## config.mk

```make
export PLATFORM = sky130hd
export DESIGN_NAME = ipv4_include_exclude_prefix_classifier
export DESIGN_NICKNAME = d
export VERILOG_FILES = /design/src/hw/rtl/ipc_pkg.sv /design/src/hw/rtl/ipc_ram.sv /design/src/hw/rtl/ipc_ctrl.sv /design/src/hw/rtl/ipc_dpath.sv /design/src/hw/rtl/ipv4_include_exclude_prefix_classifier.sv
export VERILOG_INCLUDE_DIRS = /design/src /design/src/hw/rtl
export SDC_FILE = /design/constraint.sdc
export NUM_CORES = 2
export LEC_CHECK = 0
export ABC_AREA = 1
export BUFFER_PORTS_ARGS = -buffer_cell sky130_fd_sc_hd__buf_4
export CAP_MARGIN = 10
export CELL_PAD_IN_SITES_DETAIL_PLACEMENT = 0
export CELL_PAD_IN_SITES_GLOBAL_PLACEMENT = 2
export CORE_MARGIN = 3
export CORE_UTILIZATION = 47
export CTS_BUF_LIST = sky130_fd_sc_hd__clkbuf_4
export DETAILED_ROUTE_END_ITERATION = 6
export PLACE_DENSITY_LB_ADDON = 0.1
export SYNTH_ARGS = -nofsm -noshare
export SYNTH_HDL_FRONTEND = slang
export SYNTH_SLANG_ARGS = --single-unit
```

## constraint.sdc

```tcl
create_clock -name clk -period 7 [get_ports clk]
set_clock_uncertainty 0.15 [all_clocks]
set_input_delay 0.35 -clock clk [delete_from_list [all_inputs] [get_ports clk]]
set_output_delay 0.35 -clock clk [all_outputs]
set_load 0.01 [all_outputs]
```

## src/hw/rtl/assert_macros.svh

```systemverilog
// assertion macros of the classifier rtl, used by ipc_dpath
// expects signals clk and rst_n in the scope of each use
`ifndef ASSERT_MACROS_SVH
`define ASSERT_MACROS_SVH

// property checked on every rising edge outside reset
`define IPC_ASSERT(lbl, prop, msg) \
  lbl: assert property (@(posedge clk) disable iff (!rst_n) prop) else $error(msg);

// condition that must never be seen outside reset
`define IPC_ASSERT_NEVER(lbl, expr, msg) \
  lbl: assert property (@(posedge clk) disable iff (!rst_n) !(expr)) else $error(msg);

`endif

```

## src/hw/rtl/ipc_pkg.sv

```systemverilog
// shared types, codes and helpers of the ipv4 include/exclude classifier
// no dependencies
package ipc_pkg;

  localparam int ADDR_W = 32;
  localparam int LEN_W  = 6;
  localparam int ENT_W  = ADDR_W + LEN_W;

  // item kinds
  localparam logic [1:0] KIND_ADD_INC  = 2'd0;
  localparam logic [1:0] KIND_ADD_EXC  = 2'd1;
  localparam logic [1:0] KIND_CLASSIFY = 2'd2;

  // result codes of an add
  localparam logic [1:0] RC_ADDED   = 2'd0;
  localparam logic [1:0] RC_DUP     = 2'd1;
  localparam logic [1:0] RC_INVALID = 2'd2;
  localparam logic [1:0] RC_FULL    = 2'd3;

  // result codes of a classify
  localparam logic [1:0] RC_OUT_OF_SCOPE = 2'd0;
  localparam logic [1:0] RC_EXCLUDED     = 2'd1;
  localparam logic [1:0] RC_NET_BCAST    = 2'd2;
  localparam logic [1:0] RC_USABLE       = 2'd3;

  localparam logic [LEN_W-1:0] MAX_PREFIX      = 6'd32;
  localparam logic [LEN_W-1:0] SHORT_NET_LIMIT = 6'd31;

  typedef struct packed {
    logic [ADDR_W-1:0] base;
    logic [LEN_W-1:0]  plen;
  } ipc_entry_t;

  typedef struct packed {
    logic load;
    logic scan;
    logic finish;
  } ipc_cmd_t;

  typedef struct packed {
    logic scan_done;
    logic out_free;
  } ipc_sts_t;

  function automatic logic [ADDR_W-1:0] prefix_mask(input logic [LEN_W-1:0] len);
    logic [ADDR_W-1:0] m;
    if (len == '0) begin
      m = '0;
    end else if (len >= MAX_PREFIX) begin
      m = '1;
    end else begin
      m = ~({ADDR_W{1'b1}} >> len);
    end
    return m;
  endfunction

endpackage

```

## src/hw/rtl/ipc_ram.sv

```systemverilog
// generic single write, single read ram with registered read data
// no dependencies
module ipc_ram #(
  parameter int WIDTH = 38,
  parameter int DEPTH = 16
) (
  input  logic                 clk,
  input  logic                 we,
  input  logic [((DEPTH > 1) ? $clog2(DEPTH) : 1)-1:0] waddr,
  input  logic [WIDTH-1:0]     wdata,
  input  logic                 re,
  input  logic [((DEPTH > 1) ? $clog2(DEPTH) : 1)-1:0] raddr,
  output logic [WIDTH-1:0]     rdata
);

  logic [WIDTH-1:0] mem_r [DEPTH];
  logic [WIDTH-1:0] rdata_r;

  always_ff @(posedge clk) begin
    if (we) begin
      mem_r[waddr] <= wdata;
    end
    if (re) begin
      rdata_r <= mem_r[raddr];
    end
  end

  assign rdata = rdata_r;

endmodule

```

## src/hw/rtl/ipc_ctrl.sv

```systemverilog
// sequencer of the classifier: accept, table scan, result hand-off
// depends on ipc_pkg
module ipc_ctrl (
  input  logic              clk,
  input  logic              rst_n,
  input  logic              in_valid,
  output logic              in_stall,
  output ipc_pkg::ipc_cmd_t cmd_o,
  input  ipc_pkg::ipc_sts_t sts_i
);

  localparam logic [1:0] ST_IDLE = 2'd0;
  localparam logic [1:0] ST_SCAN = 2'd1;
  localparam logic [1:0] ST_FIN  = 2'd2;

  logic [1:0] state_r;
  logic [1:0] state_nxt;

  always_comb begin
    state_nxt = state_r;
    cmd_o     = '0;
    unique case (state_r)
      ST_IDLE: begin
        if (in_valid) begin
          cmd_o.load = 1'b1;
          state_nxt  = ST_SCAN;
        end
      end
      ST_SCAN: begin
        cmd_o.scan = 1'b1;
        if (sts_i.scan_done) begin
          state_nxt = ST_FIN;
        end
      end
      ST_FIN: begin
        if (sts_i.out_free) begin
          cmd_o.finish = 1'b1;
          state_nxt    = ST_IDLE;
        end
      end
      default: begin
        state_nxt = ST_IDLE;
      end
    endcase
  end

  assign in_stall = (state_r != ST_IDLE);

  always_ff @(posedge clk) begin
    if (!rst_n) begin
      state_r <= ST_IDLE;
    end else begin
      state_r <= state_nxt;
    end
  end

endmodule

```

## src/hw/rtl/ipc_dpath.sv

```systemverilog
// datapath of the classifier: item registers, two prefix tables in ram,
// scan compare, result logic and output register; depends on ipc_pkg, ipc_ram
`include "assert_macros.svh"
module ipc_dpath #(
  parameter int INCLUDE_ENTRIES = 16,
  parameter int EXCLUDE_ENTRIES = 16
) (
  input  logic                         clk,
  input  logic                         rst_n,
  input  ipc_pkg::ipc_cmd_t            cmd_i,
  output ipc_pkg::ipc_sts_t            sts_o,
  input  logic [1:0]                   in_kind,
  input  logic [ipc_pkg::ADDR_W-1:0]   in_address,
  input  logic [ipc_pkg::LEN_W-1:0]    in_prefix_len,
  output logic                         out_valid,
  input  logic                         out_stall,
  output logic [1:0]                   out_result_code,
  output logic                         out_include_found,
  output logic [ipc_pkg::LEN_W-1:0]    out_include_len,
  output logic                         out_exclude_found,
  output logic [ipc_pkg::LEN_W-1:0]    out_exclude_len
);

  localparam int IAW  = (INCLUDE_ENTRIES > 1) ? $clog2(INCLUDE_ENTRIES) : 1;
  localparam int EAW  = (EXCLUDE_ENTRIES > 1) ? $clog2(EXCLUDE_ENTRIES) : 1;
  localparam int ICW  = $clog2(INCLUDE_ENTRIES + 1);
  localparam int ECW  = $clog2(EXCLUDE_ENTRIES + 1);
  localparam int MAXN = (INCLUDE_ENTRIES > EXCLUDE_ENTRIES) ? INCLUDE_ENTRIES
                                                            : EXCLUDE_ENTRIES;
  localparam int IW   = $clog2(MAXN + 1);
  localparam logic [ICW-1:0] INC_CAP = ICW'(INCLUDE_ENTRIES);
  localparam logic [ECW-1:0] EXC_CAP = ECW'(EXCLUDE_ENTRIES);

  // item registers
  logic [1:0]                 kind_r;
  logic [ipc_pkg::ADDR_W-1:0] addr_r;
  logic [ipc_pkg::LEN_W-1:0]  len_r;

  // table fill counts
  logic [ICW-1:0] inc_cnt_r;
  logic [ECW-1:0] exc_cnt_r;

  // scan state
  logic [IW-1:0] idx_r;
  logic          inc_vld_r;
  logic          exc_vld_r;

  // best matches and duplicate flag
  logic                       inc_found_r;
  logic [ipc_pkg::LEN_W-1:0]  inc_len_r;
  logic [ipc_pkg::ADDR_W-1:0] inc_base_r;
  logic                       exc_found_r;
  logic [ipc_pkg::LEN_W-1:0]  exc_len_r;
  logic                       dup_r;

  // output register
  logic                      out_valid_r;
  logic [1:0]                out_code_r;
  logic                      out_inc_found_r;
  logic [ipc_pkg::LEN_W-1:0] out_inc_len_r;
  logic                      out_exc_found_r;
  logic [ipc_pkg::LEN_W-1:0] out_exc_len_r;

  logic                 is_cls;
  logic                 inc_lane;
  logic                 exc_lane;
  logic                 inc_more;
  logic                 exc_more;
  logic                 inc_iss;
  logic                 exc_iss;
  logic                 inc_we;
  logic                 exc_we;
  logic [ipc_pkg::ENT_W-1:0] inc_rdata;
  logic [ipc_pkg::ENT_W-1:0] exc_rdata;
  ipc_pkg::ipc_entry_t  inc_ent;
  ipc_pkg::ipc_entry_t  exc_ent;
  ipc_pkg::ipc_entry_t  new_ent;
  logic                 inc_hit;
  logic                 exc_hit;
  logic                 inc_eq;
  logic                 exc_eq;
  logic [1:0]           fin_code;
  logic [ipc_pkg::ADDR_W-1:0] net_mask;
  logic [ipc_pkg::ADDR_W-1:0] net_addr;
  logic [ipc_pkg::ADDR_W-1:0] bcast_addr;

  // kind three counts as a classify
  assign is_cls   = kind_r[1];
  assign inc_lane = is_cls || (kind_r == ipc_pkg::KIND_ADD_INC);
  assign exc_lane = is_cls || (kind_r == ipc_pkg::KIND_ADD_EXC);
  assign inc_more = inc_lane && (idx_r < IW'(inc_cnt_r));
  assign exc_more = exc_lane && (idx_r < IW'(exc_cnt_r));
  assign inc_iss  = cmd_i.scan && inc_more;
  assign exc_iss  = cmd_i.scan && exc_more;

  assign new_ent.base = addr_r;
  assign new_ent.plen = len_r;

  ipc_ram #(.WIDTH(ipc_pkg::ENT_W), .DEPTH(INCLUDE_ENTRIES)) u_inc_ram (
    .clk   (clk),
    .we    (inc_we),
    .waddr (IAW'(inc_cnt_r)),
    .wdata (new_ent),
    .re    (inc_iss),
    .raddr (IAW'(idx_r)),
    .rdata (inc_rdata)
  );

  ipc_ram #(.WIDTH(ipc_pkg::ENT_W), .DEPTH(EXCLUDE_ENTRIES)) u_exc_ram (
    .clk   (clk),
    .we    (exc_we),
    .waddr (EAW'(exc_cnt_r)),
    .wdata (new_ent),
    .re    (exc_iss),
    .raddr (EAW'(idx_r)),
    .rdata (exc_rdata)
  );

  assign inc_ent = inc_rdata;
  assign exc_ent = exc_rdata;

  // containment and exact-match compares on the entry just read
  assign inc_hit = ((addr_r ^ inc_ent.base) & ipc_pkg::prefix_mask(inc_ent.plen)) == '0;
  assign exc_hit = ((addr_r ^ exc_ent.base) & ipc_pkg::prefix_mask(exc_ent.plen)) == '0;
  assign inc_eq  = (inc_ent.base == addr_r) && (inc_ent.plen == len_r);
  assign exc_eq  = (exc_ent.base == addr_r) && (exc_ent.plen == len_r);

  // network and broadcast of the best include entry
  assign net_mask   = ipc_pkg::prefix_mask(inc_len_r);
  assign net_addr   = inc_base_r & net_mask;
  assign bcast_addr = net_addr | ~net_mask;

  always_comb begin
    fin_code = ipc_pkg::RC_ADDED;
    if (is_cls) begin
      if (!inc_found_r) begin
        fin_code = ipc_pkg::RC_OUT_OF_SCOPE;
      end else if (exc_found_r && (exc_len_r > inc_len_r)) begin
        fin_code = ipc_pkg::RC_EXCLUDED;
      end else if ((inc_len_r < ipc_pkg::SHORT_NET_LIMIT) &&
                   ((addr_r == net_addr) || (addr_r == bcast_addr))) begin
        fin_code = ipc_pkg::RC_NET_BCAST;
      end else begin
        fin_code = ipc_pkg::RC_USABLE;
      end
    end else begin
      if ((addr_r == '0) || (len_r > ipc_pkg::MAX_PREFIX)) begin
        fin_code = ipc_pkg::RC_INVALID;
      end else if (dup_r) begin
        fin_code = ipc_pkg::RC_DUP;
      end else if ((kind_r == ipc_pkg::KIND_ADD_INC) ? (inc_cnt_r == INC_CAP)
                                                      : (exc_cnt_r == EXC_CAP)) begin
        fin_code = ipc_pkg::RC_FULL;
      end else begin
        fin_code = ipc_pkg::RC_ADDED;
      end
    end
  end

  assign inc_we = cmd_i.finish && (kind_r == ipc_pkg::KIND_ADD_INC) &&
                  (fin_code == ipc_pkg::RC_ADDED);
  assign exc_we = cmd_i.finish && (kind_r == ipc_pkg::KIND_ADD_EXC) &&
                  (fin_code == ipc_pkg::RC_ADDED);

  assign sts_o.scan_done = !inc_more && !exc_more && !inc_vld_r && !exc_vld_r;
  assign sts_o.out_free  = !out_valid_r || !out_stall;

  // control registers
  always_ff @(posedge clk) begin
    if (!rst_n) begin
      inc_cnt_r   <= '0;
      exc_cnt_r   <= '0;
      idx_r       <= '0;
      inc_vld_r   <= 1'b0;
      exc_vld_r   <= 1'b0;
      out_valid_r <= 1'b0;
    end else begin
      inc_vld_r <= inc_iss;
      exc_vld_r <= exc_iss;
      if (cmd_i.load) begin
        idx_r <= '0;
      end else if (inc_iss || exc_iss) begin
        idx_r <= idx_r + IW'(1);
      end
      if (inc_we) begin
        inc_cnt_r <= inc_cnt_r + ICW'(1);
      end
      if (exc_we) begin
        exc_cnt_r <= exc_cnt_r + ECW'(1);
      end
      if (cmd_i.finish) begin
        out_valid_r <= 1'b1;
      end else if (out_valid_r && !out_stall) begin
        out_valid_r <= 1'b0;
      end
    end
  end

  // payload registers
  always_ff @(posedge clk) begin
    if (cmd_i.load) begin
      kind_r      <= in_kind;
      addr_r      <= in_address;
      len_r       <= in_prefix_len;
      inc_found_r <= 1'b0;
      inc_len_r   <= '0;
      inc_base_r  <= '0;
      exc_found_r <= 1'b0;
      exc_len_r   <= '0;
      dup_r       <= 1'b0;
    end else begin
      // strictly longer wins, so the earliest of equal lengths stays
      if (inc_vld_r && inc_hit && (!inc_found_r || (inc_ent.plen > inc_len_r))) begin
        inc_found_r <= 1'b1;
        inc_len_r   <= inc_ent.plen;
        inc_base_r  <= inc_ent.base;
      end
      if (exc_vld_r && exc_hit && (!exc_found_r || (exc_ent.plen > exc_len_r))) begin
        exc_found_r <= 1'b1;
        exc_len_r   <= exc_ent.plen;
      end
      if ((inc_vld_r && inc_eq) || (exc_vld_r && exc_eq)) begin
        dup_r <= 1'b1;
      end
    end
    if (cmd_i.finish) begin
      out_code_r      <= fin_code;
      out_inc_found_r <= is_cls && inc_found_r;
      out_inc_len_r   <= is_cls ? inc_len_r : '0;
      out_exc_found_r <= is_cls && exc_found_r;
      out_exc_len_r   <= is_cls ? exc_len_r : '0;
    end
  end

  assign out_valid         = out_valid_r;
  assign out_result_code   = out_code_r;
  assign out_include_found = out_inc_found_r;
  assign out_include_len   = out_inc_len_r;
  assign out_exclude_found = out_exc_found_r;
  assign out_exclude_len   = out_exc_len_r;

  `IPC_ASSERT(dp_inc_cnt_cap, inc_cnt_r <= INC_CAP, "include count beyond capacity")
  `IPC_ASSERT(dp_exc_cnt_cap, exc_cnt_r <= EXC_CAP, "exclude count beyond capacity")
  `IPC_ASSERT(dp_fin_out, cmd_i.finish |=> out_valid_r, "finished result not registered")
  `IPC_ASSERT_NEVER(dp_write_in_scan, (inc_we || exc_we) && (inc_vld_r || exc_vld_r),
                    "table write while a scan read is in flight")

endmodule

```

## src/hw/rtl/ipv4_include_exclude_prefix_classifier.sv

```systemverilog
// each item scans n entries, n being the target table's fill count for an add and the larger
// of both fill counts for a classify
// one item at a time: a new input transfer is taken only once the last result is in the output
// register; during the scan each table ram is read one entry per cycle
// reset: synchronous active low rst_n empties both tables through their fill counts and
// returns the sequencer to idle; the next input transfer can follow right after reset
//
// top level of the ipv4 include/exclude prefix classifier
// depends on ipc_pkg, ipc_ctrl, ipc_dpath (and ipc_ram inside the datapath)
module ipv4_include_exclude_prefix_classifier #(
  parameter int INCLUDE_ENTRIES = 16,
  parameter int EXCLUDE_ENTRIES = 16
) (
  input  logic                       clk,
  input  logic                       rst_n,
  // input channel
  input  logic                       in_valid,
  output logic                       in_stall,
  input  logic [1:0]                 in_kind,
  input  logic [ipc_pkg::ADDR_W-1:0] in_address,
  input  logic [ipc_pkg::LEN_W-1:0]  in_prefix_len,
  // result channel
  output logic                       out_valid,
  input  logic                       out_stall,
  output logic [1:0]                 out_result_code,
  output logic                       out_include_found,
  output logic [ipc_pkg::LEN_W-1:0]  out_include_len,
  output logic                       out_exclude_found,
  output logic [ipc_pkg::LEN_W-1:0]  out_exclude_len
);

  // command and status between sequencer and datapath
  ipc_pkg::ipc_cmd_t cmd;
  ipc_pkg::ipc_sts_t sts;

  // sequencer: idle -> scan the tables the item needs -> hand result to the output register;
  // a new transfer is taken in idle even while an earlier result waits
  ipc_ctrl u_ctrl (
    .clk      (clk),
    .rst_n    (rst_n),
    .in_valid (in_valid),
    .in_stall (in_stall),
    .cmd_o    (cmd),
    .sts_i    (sts)
  );

  // datapath: table rams read one entry per cycle in lockstep, longest prefix
  // tracked per table, adds append at the fill count after a duplicate check
  ipc_dpath #(
    .INCLUDE_ENTRIES (INCLUDE_ENTRIES),
    .EXCLUDE_ENTRIES (EXCLUDE_ENTRIES)
  ) u_dpath (
    .clk               (clk),
    .rst_n             (rst_n),
    .cmd_i             (cmd),
    .sts_o             (sts),
    .in_kind           (in_kind),
    .in_address        (in_address),
    .in_prefix_len     (in_prefix_len),
    .out_valid         (out_valid),
    .out_stall         (out_stall),
    .out_result_code   (out_result_code),
    .out_include_found (out_include_found),
    .out_include_len   (out_include_len),
    .out_exclude_found (out_exclude_found),
    .out_exclude_len   (out_exclude_len)
  );

endmodule

```

==> results.sh <==
export IMPL_clock_latency_ns=1.33
export IMPL_ys_async_sr_fraction=0
export IMPL_area_delta_synth_final_pct=13.8
export IMPL_hp_class="in2reg"
export IMPL_clkPwrFrac=0.412
export IMPL_grt_max_degree=184
export IMPL_dieArea_sq_mm=0.127
export IMPL_clk_pin_slew_ns=0.07
export IMPL_status="finished clean"
export IMPL_grt_pass1_vias=37600
export IMPL_port_buffers=61
export IMPL_drt_total_wl_microns=177000
export IMPL_worst_pin_slew_ns=1.16
export IMPL_ys_seq_elements=1415
export IMPL_p_int_uw=13100
export IMPL_synth_nets=4586
export IMPL_power_density_mw_per_mm2=255
export IMPL_ys_dominant_reg_cell="edfxtp_1"
export IMPL_cts_sinks=1415
export IMPL_hold_depth=3
export IMPL_yosysMostFrequentCell="edfxtp_1"
export IMPL_period_needed_ns=5.01
export IMPL_synth_edff_count=1348
export IMPL_seq_power_share=0.558
export IMPL_fp_dieW_microns=357
export IMPL_row_count=128
export IMPL_synth_distinct_cells=55
export IMPL_ys_warn_count=0
export IMPL_m1WireLength_microns=76000
export IMPL_syn_area_sq_mm=0.0579
export IMPL_pin_count=62
export IMPL_fillers=10600
export IMPL_num_vias=38900
export IMPL_drtIter0Drc=3758
export IMPL_max_slew_margin_rel=0.224
export IMPL_power_switching_uw=3720
export IMPL_cts_tree="yes"
export IMPL_drv_cap=0
export IMPL_highest_layer="met4"
export IMPL_rsz0062_at_grt="false"
export IMPL_met3_wirelength_microns=12100
export IMPL_clock_path_buffers=4
export IMPL_start_util=0.475
export IMPL_cp_arrival_ns=5.76
export IMPL_synthTopCellsByArea="edfxtp_1 70%, nor2_1 4.9%, o21ai_0 3.3%, nand2_1 3.0%, o32ai_1 2.8%"
export IMPL_synth_commonest_cells="1348 x edfxtp_1, 759 x nor2_1, 463 x nand2_1"
export IMPL_switching_share=0.221
export IMPL_start_kind="flop"
export IMPL_synth_top_area_share=0.699
export IMPL_drive_gt1_frac=0.158
export IMPL_leakagePower_uw=0.0221
export IMPL_antenna_found_initial=9
export IMPL_dpl_instance_area_sq_mm=0.0605
export IMPL_rr_worst_depth=9
export IMPL_tns_ns=0
export IMPL_finalMaxSlewViolations=0
export IMPL_detail_route_wl_per_cell_microns=26.3
export IMPL_syn_avg_cell_area_sq_um=12.9
export IMPL_drt_pass1_iter_count=5
export IMPL_layout_nets=4955
export IMPL_max_freq_ghz=0.200
export IMPL_ys_seq_area_frac=0.722
export IMPL_ir_drop_uv=173
export IMPL_hpwl_microns=101000
export IMPL_cts_buffers=377
export IMPL_crit_path_max_fanout=22
export IMPL_grt_usage=0.278
export IMPL_grt_first_pass_wirelength_microns=255000
export IMPL_htreeDepth=5
export IMPL_required_ns=7.75
export IMPL_routed_via_density=5.76
export IMPL_grt_ovfl_total=0
export IMPL_p_comb_frac=0.030
export IMPL_core_area_sq_mm=0.122
export IMPL_cts_root_buf="clkbuf_4"
export IMPL_finalSetupViolations=0
export IMPL_timing_final_crit_share=0.715
export IMPL_drtAntennaViolNets=0
export IMPL_gp_congestion=0.930
export IMPL_endpoint_kind="flop"
export IMPL_synthCells=4507
export IMPL_wl_met2_microns=84900
export IMPL_dieHeight_microns=357
export IMPL_yosysTopAreaCell="edfxtp_1"
export IMPL_postCtsSetupBuffers=0
export IMPL_drcViolationCount=0
export IMPL_fin_area_sq_mm=0.0659
export IMPL_finalHoldViolations=0
export IMPL_path_class="reg2reg"
critical path, cell delays in order (launching register included):
cell	delay (ns)
dfxtp_1	0.64
inv_1	0.24
ha_1	0.36
nand3_1	0.09
o221ai_1	0.20
nand2_1	0.20
a22oi_2	0.53
nand4_2	0.77
nor2_4	0.91
buf_4	0.49
stage by stage:
stage                     hold slack (ns)  std cells  setup slack [ns]  utilization  total power (uW)
final                               0.152       6750              1.99        0.540             16800
after global routing               0.0487       6750              1.66        0.540             17500
after CTS                         0.00365       6744              1.99        0.540             17000
after detailed placement            0.306       6035              2.02        0.496             10000
after global placement              0.305       6035              2.06        0.496             10000
after floorplan                     0.293       4507              1.58            -              9750
metal layers:
metal,track usage,up-vias
met3,0.0547,276
met5,0,-
li1,-,17600
met2,0.451,1475
met4,0.0852,0
met1,0.381,19500
final cells by class:
type | instances | area, sq um | area share
clock buffers | 529 | 3970 | 0.0603
flip-flops and latches | 1415 | 41800 | 0.635
inverters | 175 | 671 | 0.0102
diodes | 6 | 15.0 | 0.000228
well taps | 1625 | 2030 | 0.0309
clock inverters | 93 | 497 | 0.00754
multi-input cells | 2632 | 14500 | 0.221
repair buffers | 275 | 2340 | 0.0356
worst paths after layout:
check,from,to,slack [ns]
worst min-delay path,in_prefix_len[1],u_dpath.len_r[1],0.15
worst max register to register,u_dpath.inc_len_r[3],u_dpath.u_inc_ram.mem_r[15][4],1.99
worst min register to register,u_dpath.inc_cnt_r[4],u_dpath.inc_cnt_r[4],0.31
worst max-delay path,u_dpath.inc_len_r[3],u_dpath.u_inc_ram.mem_r[15][4],1.99
logic make-up after synthesis:
family,count (synthesis),synth area share
AO/OA/AOI/OAI,841,0.0961
AND/OR/NAND/NOR,1558,0.111
multiplexers,122,0.0211
buffers and inverters,460,0.0307
adder cells (fa/ha/maj),35,0.00756
flip-flops,1415,0.722
XOR/XNOR,76,0.0115
placed cells by master, fill, tap and decap left out, types with 6 or more instances in the layout:
cell / instances
a21oi_1: 85
buf_4: 183
clkbuf_4: 529
clkinv_1: 70
clkinv_2: 14
dfxtp_1: 64
diode_2: 6
dlygate4sd3_1: 87
edfxtp_1: 1348
ha_1: 35
inv_1: 167
inv_2: 9
mux2i_1: 122
nand2_1: 463
nand2_2: 7
nand3_1: 229
nand4_1: 26
nor2_1: 753
nor2_4: 6
nor3_1: 12
nor3_2: 22
nor4_1: 14
o2111ai_1: 6
o211ai_1: 33
o21ai_0: 377
o221ai_1: 129
o32ai_1: 182
xnor2_1: 29
xor2_1: 47
power groups by stage:
stage	logic, uW	clock network [uW]	registers (uW)
floorplan	173	0	9580
global placement	467	0	9560
detailed placement	468	0	9560
CTS	508	7110	9380
global route	545	7590	9380
finish	508	6920	9380
flip-flops by register name, summed over array words and instances (netlist names), 2 cells and up:
name / flops
u_dpath.inc_cnt_r: 5
u_dpath.exc_len_r: 6
u_dpath.u_exc_ram.mem_r: 608
u_dpath.inc_len_r: 6
u_dpath.u_inc_ram.rdata: 38
u_dpath.u_exc_ram.rdata: 38
u_dpath.out_exclude_len: 6
u_dpath.out_include_len: 6
u_dpath.inc_base_r: 32
u_dpath.u_inc_ram.mem_r: 608
u_dpath.kind_r: 2
u_dpath.len_r: 6
u_dpath.idx_r: 5
u_dpath.out_result_code: 2
u_ctrl.state_r: 2
u_dpath.exc_cnt_r: 5
u_dpath.addr_r: 32
repair_timing:
| item | CTS | global route |
|---|---|---|
| gates resized for setup | 0 | 0 |
| hold buffers | 87 | 0 |
| endpoints found under the hold margin | 122 | 0 |
No activity file was read; power rests on OpenSTA's default activity.
